==> src/rtl/fird_pkg.sv <==
package fird_pkg;

  localparam logic [15:0] CRC_POLY = 16'h1021;
  localparam logic [15:0] CRC_TOP = 16'h8000;
  localparam logic [2:0] CRC_SPAN = 3'd6;
  localparam int unsigned PIXEL_SHIFT = 2;  // four bytes per pixel
  localparam int unsigned REM_W = 32 + PIXEL_SHIFT;

  typedef enum logic [1:0] {
    PH_FRAME = 2'd0,
    PH_IMAGE = 2'd1,
    PH_BODY  = 2'd2,
    PH_DROP  = 2'd3
  } phase_t;

  typedef enum logic [2:0] {
    EV_ABSORB    = 3'd0,
    EV_FRAME_OK  = 3'd1,
    EV_FRAME_BAD = 3'd2,
    EV_IMAGE_OK  = 3'd3,
    EV_IMAGE_BAD = 3'd4,
    EV_BODY      = 3'd5,
    EV_TRUNC     = 3'd6,
    EV_IDLE_END  = 3'd7
  } event_t;

  typedef enum logic [1:0] {
    FLD_HEIGHT   = 2'd0,
    FLD_WIDTH    = 2'd1,
    FLD_CHANNELS = 2'd2,
    FLD_OPCODE   = 2'd3
  } field_t;

  typedef struct packed {
    event_t      event_res;
    logic [7:0]  payload_byte;
    logic        last_body_byte;
    logic [31:0] frame_length;
    logic [15:0] image_height;
    logic [15:0] image_width;
    logic [15:0] image_channels;
    logic [15:0] request_opcode;
  } res_t;

  function automatic logic [15:0] crc_feed(input logic [15:0] crc, input logic [7:0] b);
    logic [15:0] c;
    c = crc ^ {b, 8'h00};
    for (int k = 0; k < 8; k++) begin
      if ((c & CRC_TOP) != 16'h0000) begin
        c = (c << 1) ^ CRC_POLY;
      end else begin
        c = c << 1;
      end
    end
    return c;
  endfunction

endpackage

==> src/rtl/fird_core.sv <==
module fird_core (
  input  logic         clk,
  input  logic         rst_n,
  input  logic         acc_i,
  input  logic [7:0]   data_byte_i,
  input  logic         eos_i,
  output fird_pkg::res_t res_o
);
  import fird_pkg::*;

  phase_t            phase_r, phase_nxt;
  logic [2:0]        idx_r, idx_nxt;
  logic [15:0]       crc_r, crc_nxt;
  logic [7:0]        crc_lo_r, crc_lo_nxt;
  logic [31:0]       len_r, len_nxt;
  logic [15:0]       fld_r [4];
  logic [15:0]       fld_nxt [4];
  logic [REM_W-1:0]  rem_r, rem_nxt;
  logic [15:0]       crc_in;
  logic [1:0]        f_sel;
  logic [31:0]       area;

  assign f_sel = idx_r[2:1];
  assign area = 32'(fld_r[FLD_HEIGHT]) * 32'(fld_r[FLD_WIDTH]);
  assign crc_in = (idx_r == 3'd0) ? 16'h0000 : crc_r;

  always_comb begin
    phase_nxt = phase_r;
    idx_nxt = idx_r;
    crc_nxt = crc_r;
    crc_lo_nxt = crc_lo_r;
    len_nxt = len_r;
    fld_nxt = fld_r;
    rem_nxt = rem_r;
    res_o.event_res = EV_ABSORB;
    res_o.payload_byte = 8'h00;
    res_o.last_body_byte = 1'b0;
    if (eos_i) begin
      if (phase_r == PH_BODY || phase_r == PH_IMAGE ||
          (phase_r == PH_FRAME && idx_r != 3'd0)) begin
        res_o.event_res = EV_TRUNC;
      end else begin
        res_o.event_res = EV_IDLE_END;
      end
      phase_nxt = PH_FRAME;
      idx_nxt = 3'd0;
      crc_nxt = 16'h0000;
      rem_nxt = '0;
    end else begin
      case (phase_r)
        PH_FRAME: begin
          crc_nxt = crc_in;
          if (idx_r < CRC_SPAN) begin
            crc_nxt = crc_feed(crc_in, data_byte_i);
          end
          case (idx_r)
            3'd2: len_nxt = {24'h000000, data_byte_i};
            3'd3: len_nxt[15:8] = data_byte_i;
            3'd4: len_nxt[23:16] = data_byte_i;
            3'd5: len_nxt[31:24] = data_byte_i;
            3'd6: crc_lo_nxt = data_byte_i;
            default: ;
          endcase
          if (idx_r == 3'd7) begin
            if (len_r != 32'h0 && {data_byte_i, crc_lo_r} == crc_r) begin
              res_o.event_res = EV_FRAME_OK;
              phase_nxt = PH_IMAGE;
            end else begin
              res_o.event_res = EV_FRAME_BAD;
              phase_nxt = PH_DROP;
            end
            idx_nxt = 3'd0;
          end else begin
            idx_nxt = idx_r + 3'd1;
          end
        end
        PH_IMAGE: begin
          if (idx_r[0]) begin
            fld_nxt[f_sel] = {data_byte_i, fld_r[f_sel][7:0]};
          end else begin
            fld_nxt[f_sel] = {8'h00, data_byte_i};
          end
          if (idx_r == 3'd7) begin
            if (fld_r[FLD_HEIGHT] != 16'h0 && fld_r[FLD_WIDTH] != 16'h0 &&
                fld_r[FLD_CHANNELS] != 16'h0) begin
              res_o.event_res = EV_IMAGE_OK;
              phase_nxt = PH_BODY;
              rem_nxt = {area, {PIXEL_SHIFT{1'b0}}};
            end else begin
              res_o.event_res = EV_IMAGE_BAD;
              phase_nxt = PH_DROP;
            end
            idx_nxt = 3'd0;
          end else begin
            idx_nxt = idx_r + 3'd1;
          end
        end
        PH_BODY: begin
          res_o.event_res = EV_BODY;
          res_o.payload_byte = data_byte_i;
          if (rem_r <= REM_W'(1)) begin
            res_o.last_body_byte = 1'b1;
            phase_nxt = PH_FRAME;
            idx_nxt = 3'd0;
            crc_nxt = 16'h0000;
            rem_nxt = '0;
          end else begin
            rem_nxt = rem_r - REM_W'(1);
          end
        end
        default: res_o.event_res = EV_ABSORB;
      endcase
    end
    res_o.frame_length = len_nxt;
    res_o.image_height = fld_nxt[FLD_HEIGHT];
    res_o.image_width = fld_nxt[FLD_WIDTH];
    res_o.image_channels = fld_nxt[FLD_CHANNELS];
    res_o.request_opcode = fld_nxt[FLD_OPCODE];
  end

  always_ff @(posedge clk) begin
    if (!rst_n) begin
      phase_r <= PH_FRAME;
      idx_r <= 3'd0;
      crc_r <= 16'h0000;
      crc_lo_r <= 8'h00;
      len_r <= 32'h0;
      rem_r <= '0;
      for (int k = 0; k < 4; k++) begin
        fld_r[k] <= 16'h0000;
      end
    end else if (acc_i) begin
      phase_r <= phase_nxt;
      idx_r <= idx_nxt;
      crc_r <= crc_nxt;
      crc_lo_r <= crc_lo_nxt;
      len_r <= len_nxt;
      rem_r <= rem_nxt;
      fld_r <= fld_nxt;
    end
  end

`ifndef SYNTHESIS
  // header index only moves inside a header phase
  a_idx_idle: assert property (@(posedge clk) disable iff (!rst_n)
    (phase_r == PH_BODY || phase_r == PH_DROP) |-> idx_r == 3'd0)
    else $error("header index nonzero outside header phase");
  // end of stream always returns to frame hunt
  a_eos_idle: assert property (@(posedge clk) disable iff (!rst_n)
    (acc_i && eos_i) |=> (phase_r == PH_FRAME && idx_r == 3'd0 && rem_r == '0))
    else $error("end of stream did not reset framing");
  // last body word closes the frame
  a_last_close: assert property (@(posedge clk) disable iff (!rst_n)
    (acc_i && res_o.last_body_byte) |=> (phase_r == PH_FRAME && idx_r == 3'd0))
    else $error("frame not closed after last body word");
  // body phase always has words left to count
  a_body_rem: assert property (@(posedge clk) disable iff (!rst_n)
    (phase_r == PH_BODY) |-> rem_r != '0)
    else $error("body phase with empty remaining count");
`endif

endmodule

==> src/rtl/fird_obuf.sv <==
module fird_obuf (
  input  logic           clk,
  input  logic           rst_n,
  input  logic           push_i,
  input  fird_pkg::res_t push_data_i,
  output logic           space_o,
  output logic           out_valid_o,
  input  logic           out_ready_i,
  output fird_pkg::res_t out_data_o
);
  import fird_pkg::*;

  res_t       head_r, head_nxt;
  res_t       tail_r, tail_nxt;
  logic [1:0] cnt_r, cnt_nxt;
  logic       pop;

  assign out_valid_o = (cnt_r != 2'd0);
  assign space_o = (cnt_r != 2'd2);
  assign out_data_o = head_r;
  assign pop = out_valid_o && out_ready_i;

  always_comb begin
    head_nxt = head_r;
    tail_nxt = tail_r;
    cnt_nxt = cnt_r;
    case (cnt_r)
      2'd0: begin
        if (push_i) begin
          head_nxt = push_data_i;
          cnt_nxt = 2'd1;
        end
      end
      2'd1: begin
        if (pop && push_i) begin
          head_nxt = push_data_i;
        end else if (pop) begin
          cnt_nxt = 2'd0;
        end else if (push_i) begin
          tail_nxt = push_data_i;
          cnt_nxt = 2'd2;
        end
      end
      2'd2: begin
        if (pop) begin
          head_nxt = tail_r;
          cnt_nxt = 2'd1;
        end
      end
      default: cnt_nxt = 2'd0;
    endcase
  end

  always_ff @(posedge clk) begin
    head_r <= head_nxt;
    tail_r <= tail_nxt;
  end

  always_ff @(posedge clk) begin
    if (!rst_n) begin
      cnt_r <= 2'd0;
    end else begin
      cnt_r <= cnt_nxt;
    end
  end

`ifndef SYNTHESIS
  a_no_overflow: assert property (@(posedge clk) disable iff (!rst_n)
    push_i |-> cnt_r != 2'd2)
    else $error("word pushed into full buffer");
  a_cnt_range: assert property (@(posedge clk) disable iff (!rst_n)
    cnt_r != 2'd3)
    else $error("buffer count out of range");
  a_full_hold: assert property (@(posedge clk) disable iff (!rst_n)
    (cnt_r == 2'd2 && !pop) |=> (cnt_r == 2'd2 && $stable(head_r) && $stable(tail_r)))
    else $error("full buffer changed without a pop");
`endif

endmodule

==> src/rtl/framed_image_request_deframer.sv <==
// channel | valid/ready          | payload
// in      | in_valid/in_ready    | in_data_byte, in_end_of_stream
// out     | out_valid/out_ready  | out_event_res .. out_request_opcode
//
// one byte per cycle sustained while out_ready keeps the buffer from filling; each result word
// is registered in a two-entry output buffer
// crc step, header capture and body count update all settle in the cycle the byte is taken
// in_ready drops only while both buffer entries hold untaken words
// synchronous active-low reset: framing state to frame-header hunt, buffer empty
module framed_image_request_deframer (
  input  logic        clk,
  input  logic        rst_n,
  input  logic        in_valid,
  output logic        in_ready,
  input  logic [7:0]  in_data_byte,
  input  logic        in_end_of_stream,
  output logic        out_valid,
  input  logic        out_ready,
  output logic [2:0]  out_event_res,
  output logic [7:0]  out_payload_byte,
  output logic        out_last_body_byte,
  output logic [31:0] out_frame_length,
  output logic [15:0] out_image_height,
  output logic [15:0] out_image_width,
  output logic [15:0] out_image_channels,
  output logic [15:0] out_request_opcode
);
  import fird_pkg::*;

  logic acc;
  res_t res;
  res_t out_res;

  assign acc = in_valid && in_ready;

  fird_core u_core (
    .clk         (clk),
    .rst_n       (rst_n),
    .acc_i       (acc),
    .data_byte_i (in_data_byte),
    .eos_i       (in_end_of_stream),
    .res_o       (res)
  );

  fird_obuf u_obuf (
    .clk         (clk),
    .rst_n       (rst_n),
    .push_i      (acc),
    .push_data_i (res),
    .space_o     (in_ready),
    .out_valid_o (out_valid),
    .out_ready_i (out_ready),
    .out_data_o  (out_res)
  );

  assign out_event_res = out_res.event_res;
  assign out_payload_byte = out_res.payload_byte;
  assign out_last_body_byte = out_res.last_body_byte;
  assign out_frame_length = out_res.frame_length;
  assign out_image_height = out_res.image_height;
  assign out_image_width = out_res.image_width;
  assign out_image_channels = out_res.image_channels;
  assign out_request_opcode = out_res.request_opcode;

endmodule
==> config.mk <==
export PLATFORM = sky130hd
export DESIGN_NAME = framed_image_request_deframer
export DESIGN_NICKNAME = d
export VERILOG_FILES = /design/src/rtl/fird_pkg.sv /design/src/rtl/fird_core.sv /design/src/rtl/fird_obuf.sv /design/src/rtl/framed_image_request_deframer.sv
export SDC_FILE = /design/constraint.sdc
export NUM_CORES = 1
export LEC_CHECK = 0
export BUFFER_PORTS_ARGS = -buffer_cell sky130_fd_sc_hd__buf_2
export CAP_MARGIN = 20
export CORE_ASPECT_RATIO = 1.2
export CORE_MARGIN = 4
export CORE_UTILIZATION = 55
export CTS_CLUSTER_SIZE = 10
export DETAILED_ROUTE_END_ITERATION = 10
export GPL_ROUTABILITY_DRIVEN = 0
export GPL_TIMING_DRIVEN = 0
export PLACE_DENSITY = 0.73
export SLEW_MARGIN = 25
export SYNTH_ARGS = -nofsm -noshare
export SYNTH_HDL_FRONTEND = slang
export SYNTH_SLANG_ARGS = --single-unit
==> constraint.sdc <==
create_clock -name clk -period 9.8 [get_ports clk]
set_input_delay 1.96 -clock clk [delete_from_list [all_inputs] [get_ports clk]]
set_output_delay 1.96 -clock clk [all_outputs]
set_load 0.005 [all_outputs]
==> results.py, run 1 <==
metrics = {
    "power_and_ir_drop": {
        "power_leakage_nw": 13.2,
        "totalPowerFinal_mw": 3.73,
        "clockPowerShare_pct": 39.8,
        "pwr-share-comb_pct": 12.4,
        "switching_power_mw": 0.964,
        "p_per_area_mw_per_mm2": 131,
        "internal_power_mw": 2.77,
        "peakVddDrop_uv": 120,
        "switching_share_pct": 25.8,
        "seq_power_share_pct": 47.8,
    },
    "clock_tree": {
        "clk_pin_slew_ps": 60,
        "clock-sinks": 377,
        "clockBufferDepth": 3,
        "numCtsBuffers": 44,
        "worstSkewPairLatency_ps": 560,
        "cts_root_buf": "clkbuf_16",
        "cts_tree": "yes",
        "postCtsSetupBuffers": 0,
        "ctsHoldBuffers": 0,
        "cts_resized": 0,
        "htree_levels": 2,
    },
    "yosys": {
        "synth_edf_count": 216,
        "syn_nets": 2989,
        "synth_top_family_by_area": "adder cells",
        "synthCells": 2666,
        "ys_top_cells_by_area": "edfxtp_1 (25%), fa_1 (15%), dfxtp_1 (13%)",
        "muxShareOfSynthArea_pct": 3.87,
        "synth_top_area_share_pct": 25.2,
        "synth_area_mm2": 0.0258,
        "synth.avg_cell_area_um2": 9.66,
        "synth-seq-area-share_pct": 37.7,
        "synth-simple-area-share_pct": 15.6,
        "synth_xor_area_share_pct": 2.89,
        "ys_types": 76,
        "synth-adder-area-share_pct": 20.7,
        "synth.ff_latch_count": 377,
        "synthFlopType": "edfxtp_1",
        "postSynth.asyncResetShare_pct": 0,
        "yosys_warnings": 0,
        "yosys.area.top_type": "edfxtp_1",
        "synth_compound_area_share_pct": 12.0,
    },
    "hold_path": {
        "min_delay_path_depth": 1,
        "hold_class": "reg -> reg",
        "min_to": "u_core.rem_r[29]$_SDFFE_PN0P_",
        "hp-start": "u_core.rem_r[29]$_SDFFE_PN0P_",
    },
    "worst_setup_path": {
        "r2r_slack_ps": 2530,
        "r2r_end": "u_core.rem_r[26]$_SDFFE_PN0P_",
        "slowest_delay_ps": 660,
        "r2r_cells": 21,
        "crit_path_start_kind": "register",
        "regToRegStartpoint": "u_core.fld_r[60]$_SDFFE_PN0P_",
        "cp_common_cell": "fa_1",
        "cp.buffers_inverters": 5,
        "worst_path_max_delay_cell": "clkbuf_1",
        "crit_fanout": 10,
        "crit_family": "adder cells",
        "endpoint_kind": "register",
        "crit_type": "reg -> reg",
        "crit_required_ps": 10250,
        "critical_path.cell_chain": "clkbuf_1 > clkbuf_1 > nand2_1 > fa_1 > fa_1 > fa_1 > inv_1 > fa_1 > fa_1 > inv_1 > fa_1 > inv_1 > ha_1 > nand4_1 > o221ai_1 > a221o_1 > a21o_1 > a21oi_1 > o21ai_0 > xor2_1 > a221o_1",
        "arrival_ps": 7720,
    },
    "floorplanning": {
        "dieArea_mm2": 0.0504,
        "ios": 123,
        "start_util_pct": 55.8,
        "core-area_mm2": 0.0462,
        "rows": 86,
        "die_w_um": 206,
        "die_h_um": 245,
    },
    "route": {
        "met3_length_um": 4660,
        "drtIter0Drc": 1856,
        "route.met2.wl_um": 34600,
        "wirelength_um": 70100,
        "ant_nets": 0,
        "highest_layer": "met4",
        "wl_met1_um": 26700,
        "wire_per_inst_um": 20.1,
        "drt_first_pass_iters": 8,
        "num_vias": 20300,
        "viasPerCell": 5.83,
        "drc": 0,
    },
    "global_routing": {
        "grt-ovfl-total": 0,
        "grt_pass1_wl_um": 111000,
        "antenna_found_initial": 1,
        "grt_max_degree": 60,
        "grt_pass1_vias": 20800,
        "track_usage_pct": 27.8,
    },
    "timing": {
        "fin_worst_skew_ps": 22.1,
        "hold_viol": 0,
        "final-setup-viol-count": 0,
        "tns_ps": 0,
        "rsz0062_at_grt": "no",
        "slew_violations": 0,
        "min_period_ps": 7270,
        "fmax_mhz": 138,
        "maxSlewHeadroom_pct": 21.7,
        "worstMarginPinSlew_ps": 1160,
        "fin_crit_sh_pct": 74.2,
    },
    "cells_and_area": {
        "nets": 3158,
        "drive_gt1_share_pct": 8.79,
        "diodes": 0,
        "area_delta_synth_final_pct": 10.8,
        "stdcell_count": 3484,
        "mostFrequentLayoutCell": "nand2_1",
        "final_cell_mix": "nand2_1 (376), inv_1 (315), edfxtp_1 (216)",
    },
    "job": {
        "cap_viol_max_count": 0,
    },
    "run_status": {
        "status": "complete, no violations",
    },
    "placement": {
        "dp_hpwl_um": 52800,
        "place_inst": 3405,
        "numPortBuffers": 118,
    },
}
==> metrics by stage <==
stage / hold WS, ps / utilization [%] / cell area (um2) / setup slack (ps)
floorplan: 445 / - / 25800 / 2250
global placement: 464 / 58.7 / 27100 / 38.6
detailed placement: 465 / 59.0 / 27200 / 2600
CTS: 481 / 61.8 / 28500 / 2590
global route: 518 / 61.8 / 28500 / 2220
finish: 488 / 61.8 / 28500 / 2530
==> how the worst max path moves through the flow <==
stage / start / to / slack, ps / cells past startpoint
2_1_floorplan: in_valid / u_obuf.tail_r[0]$_DFFE_PP_ / 2250 / 2
3_3_place_gp: in_valid / u_obuf.tail_r[39]$_DFFE_PP_ / 40 / 3
3_5_place_dp: u_core.fld_r[60]$_SDFFE_PN0P_ / u_core.rem_r[26]$_SDFFE_PN0P_ / 2600 / 21
4_1_cts: u_core.fld_r[60]$_SDFFE_PN0P_ / u_core.rem_r[26]$_SDFFE_PN0P_ / 2590 / 21
5_1_grt: u_core.fld_r[58]$_SDFFE_PN0P_ / u_core.rem_r[26]$_SDFFE_PN0P_ / 2220 / 21
6_report: u_core.fld_r[60]$_SDFFE_PN0P_ / u_core.rem_r[26]$_SDFFE_PN0P_ / 2530 / 21
==> sequential cells by signal, indices dropped and copies added (netlist names) <==
register / count
u_obuf.out_data_o: 108
u_obuf.tail_r: 108
u_core.fld_r: 64
u_core.rem_r: 34
u_core.len_r: 32
u_core.crc_r: 16
u_core.crc_lo_r: 8
u_core.idx_r: 3
u_core.phase_r: 2
u_obuf.cnt_r: 2
==> Yosys cell counts (10+ instances only) <==
cell type,n
buf_2,11
o2bb2ai_1,12
clkbuf_1,157
nor2_1,160
nor3_1,21
nand4_1,14
inv_1,315
edfxtp_1,216
a21oi_1,159
and3_1,16
xnor2_1,41
ha_1,116
a21boi_0,50
dfxtp_1,161
nand3_1,35
nor2b_1,33
buf_1,10
nor4_1,32
nand2_1,377
mux2_2,44
a22oi_1,14
and2_1,128
o21ai_0,82
fa_1,194
mux2i_1,32
xor2_1,44
a21o_1,12
o211a_1,64
==> cells by family after synthesis <==
kind of cell             Yosys count
AND/OR/NAND/NOR                  855
buffers and inverters            494
AO/OA/AOI/OAI                    461
flip-flops                       377
adder cells (fa/ha/maj)          310
XOR/XNOR                          85
multiplexers                      84
==> layer usage <==
metal,GRT usage [%],vias up
met5,0,-
met4,14.6,0
met3,3.63,233
met2,47.4,913
met1,34.5,9967
li1,-,9201
==> power groups by stage <==
stage	logic [mW]	clock network (mW)	registers, mW
floorplan	0.274	0	1.82
global placement	0.434	0	1.82
detailed placement	0.453	0	1.82
CTS	0.456	1.51	1.79
global route	0.502	1.58	1.79
finish	0.462	1.49	1.79
==> final cells by class <==
cell class	count	area, um2
fill	3804	17600
multi-input combinational	1795	14200
sequential	377	9710
clock buffer	76	1240
inverter	316	1190
tap	616	771
timing repair buffer	123	713
buffer	178	682
clock inverter	3	35.0
No activity file was read; power rests on OpenSTA's default activity.
==> run 2: changes to the inputs <==
- clock period: 9.8 -> 7.2 ns (I/O delays scaled with it)
==> results.py, run 2 (synthesis gave the netlist of run 1 again) <==
metrics = {
    "power_and_ir_drop": {
        "p_per_area_mw_per_mm2": 178,
        "internal_power_mw": 3.77,
        "seq_power_share_pct": 48.3,
        "clockPowerShare_pct": 39.8,
        "switching_share_pct": 25.8,
        "pwr-share-comb_pct": 11.8,
        "switching_power_mw": 1.31,
        "power_leakage_nw": 13.2,
        "peakVddDrop_uv": 164,
    },
    "clock_tree": {
        "numCtsBuffers": 44,
        "clockBufferDepth": 3,
        "cts_root_buf": "clkbuf_16",
        "worstSkewPairLatency_ps": 560,
        "postCtsSetupBuffers": 0,
        "clk_pin_slew_ps": 60,
        "cts_tree": "yes",
        "htree_levels": 2,
        "clock-sinks": 377,
    },
    "global_routing": {
        "grt_pass1_vias": 20800,
        "grt_max_degree": 60,
        "grt_pass1_wl_um": 111000,
        "grt-ovfl-total": 0,
        "track_usage_pct": 27.8,
        "antenna_found_initial": 1,
    },
    "worst_setup_path": {
        "slowest_delay_ps": 580,
        "startpoint": "u_core.fld_r[43]$_SDFFE_PN0P_",
        "crit_family": "adder cells",
        "crit_type": "reg -> reg",
        "critical_path.cell_chain": "clkbuf_1 > clkbuf_1 > nand2_1 > fa_1 > inv_1 > fa_1 > fa_1 > fa_1 > fa_1 > inv_1 > fa_1 > inv_1 > ha_1 > a21oi_1 > o21ai_0 > a311oi_1 > o221ai_1 > a21oi_1 > xor2_1 > o221ai_1",
        "r2r_slack_ps": 260,
        "cp.buffers_inverters": 5,
        "crit_required_ps": 7630,
        "cp_common_cell": "fa_1",
        "cp-endpoint": "u_core.rem_r[29]$_SDFFE_PN0P_",
        "endpoint_kind": "register",
        "crit_fanout": 10,
        "regToRegStartpoint": "u_core.fld_r[43]$_SDFFE_PN0P_",
        "worst_path_max_delay_cell": "clkbuf_1",
        "r2r_cells": 20,
        "path_depth": 20,
        "r2r_end": "u_core.rem_r[29]$_SDFFE_PN0P_",
        "arrival_ps": 7360,
        "crit_path_start_kind": "register",
    },
    "run_status": {
        "status": "complete, no violations",
    },
    "timing": {
        "final-setup-viol-count": 0,
        "min_period_ps": 6940,
        "fin_worst_skew_ps": 22.9,
        "fin_crit_sh_pct": 96.3,
        "hold_viol": 0,
        "slew_violations": 0,
        "fmax_mhz": 144,
        "maxSlewHeadroom_pct": 26.0,
        "rsz0062_at_grt": "no",
        "worstMarginPinSlew_ps": 1100,
        "holdWs_ps": 489,
    },
    "floorplanning": {
        "dieArea_mm2": 0.0504,
        "rows": 86,
        "die_h_um": 245,
        "ios": 123,
        "core-area_mm2": 0.0462,
        "die_w_um": 206,
        "start_util_pct": 55.8,
    },
    "placement": {
        "place_inst": 3405,
        "numPortBuffers": 118,
        "postPlaceCellArea_mm2": 0.0272,
        "dp_hpwl_um": 52800,
    },
    "cells_and_area": {
        "stdcell_count": 3467,
        "stdcell_area_mm2": 0.0285,
        "area_delta_synth_final_pct": 10.6,
        "diodes": 0,
        "utilization_pct": 61.7,
        "drive_gt1_share_pct": 9.22,
        "final_cell_mix": "nand2_1 (376), inv_1 (315), edfxtp_1 (216)",
        "mostFrequentLayoutCell": "nand2_1",
        "nFillCells": 3817,
        "nets": 3141,
    },
    "hold_path": {
        "hold_class": "reg -> reg",
    },
    "route": {
        "drc": 0,
        "wirelength_um": 70000,
        "ant_nets": 0,
        "wire_per_inst_um": 20.2,
        "viasPerCell": 5.81,
        "drtIter0Drc": 1874,
        "num_vias": 20100,
        "drt_first_pass_iters": 6,
    },
    "job": {
        "cap_viol_max_count": 0,
    },
}
-- run 2: cell types whose count changed in the layout (fill, tap and decap cells not counted) --
cell / change
clkbuf_1: -28
clkbuf_2: +11
-- run 2: area by class of cell --
class / instances / area [um2] / area share (%)
tap: 616 / 771 / 2.71
sequential: 377 / 9710 / 34.1
buffer: 161 / 632 / 2.22
multi-input combinational: 1795 / 14200 / 49.8
inverter: 316 / 1190 / 4.16
clock inverter: 3 / 35.0 / 0.123
timing repair buffer: 123 / 713 / 2.50
clock buffer: 76 / 1240 / 4.36
-- run 2: worst min path at each step --
stage	from	end	slack (ps)	depth (start not counted)
floorplan	u_core.rem_r[25]$_SDFFE_PN0P_	u_core.rem_r[25]$_SDFFE_PN0P_	440	2
global placement	u_core.rem_r[29]$_SDFFE_PN0P_	u_core.rem_r[29]$_SDFFE_PN0P_	460	1
detailed placement	u_core.rem_r[29]$_SDFFE_PN0P_	u_core.rem_r[29]$_SDFFE_PN0P_	460	1
CTS	u_core.rem_r[29]$_SDFFE_PN0P_	u_core.rem_r[29]$_SDFFE_PN0P_	480	1
global route	u_core.fld_r[12]$_SDFFE_PN0P_	u_core.fld_r[12]$_SDFFE_PN0P_	520	1
finish	u_core.rem_r[29]$_SDFFE_PN0P_	u_core.rem_r[29]$_SDFFE_PN0P_	490	1
-- run 2: per-layer routing --
layer / up-vias / share of wire (%) / track usage, %
met3: 247 / 7.3 / 3.62
li1: 9169 / - / -
met1: 9813 / 38 / 34.5
met4: 0 / 6.1 / 14.6
met2: 913 / 49 / 47.4
met5: - / 0 / 0
-- run 2: what timing repair did --
item,in CTS,in global routing
cloned,0,0
resized for setup,0,23
pin swaps,0,0
endpoints found under the setup margin,1,10
hold buffers,0,0
-- run 2: through the flow --
| stage | setup TNS (ps) | power [mW] | worst slack, ps |
|---|---|---|---|
| after floorplan | 0 | 2.86 | 172 |
| after global placement | -219070 | 3.07 | -2040 |
| after detailed placement | -3.41 | 3.09 | -3.41 |
| after CTS | 0 | 5.10 | 22.3 |
| after global routing | 0 | 5.27 | 26.0 |
| final | 0 | 5.08 | 264 |
-- run 2: power groups by stage --
| stage | Combinational [mW] | Sequential, mW | Clock (mW) |
|---|---|---|---|
| final | 0.602 | 2.45 | 2.02 |
| after CTS | 0.619 | 2.43 | 2.05 |
| after global placement | 0.590 | 2.48 | 0 |
| after global routing | 0.658 | 2.46 | 2.15 |
| after detailed placement | 0.616 | 2.48 | 0 |
| after floorplan | 0.374 | 2.48 | 0 |
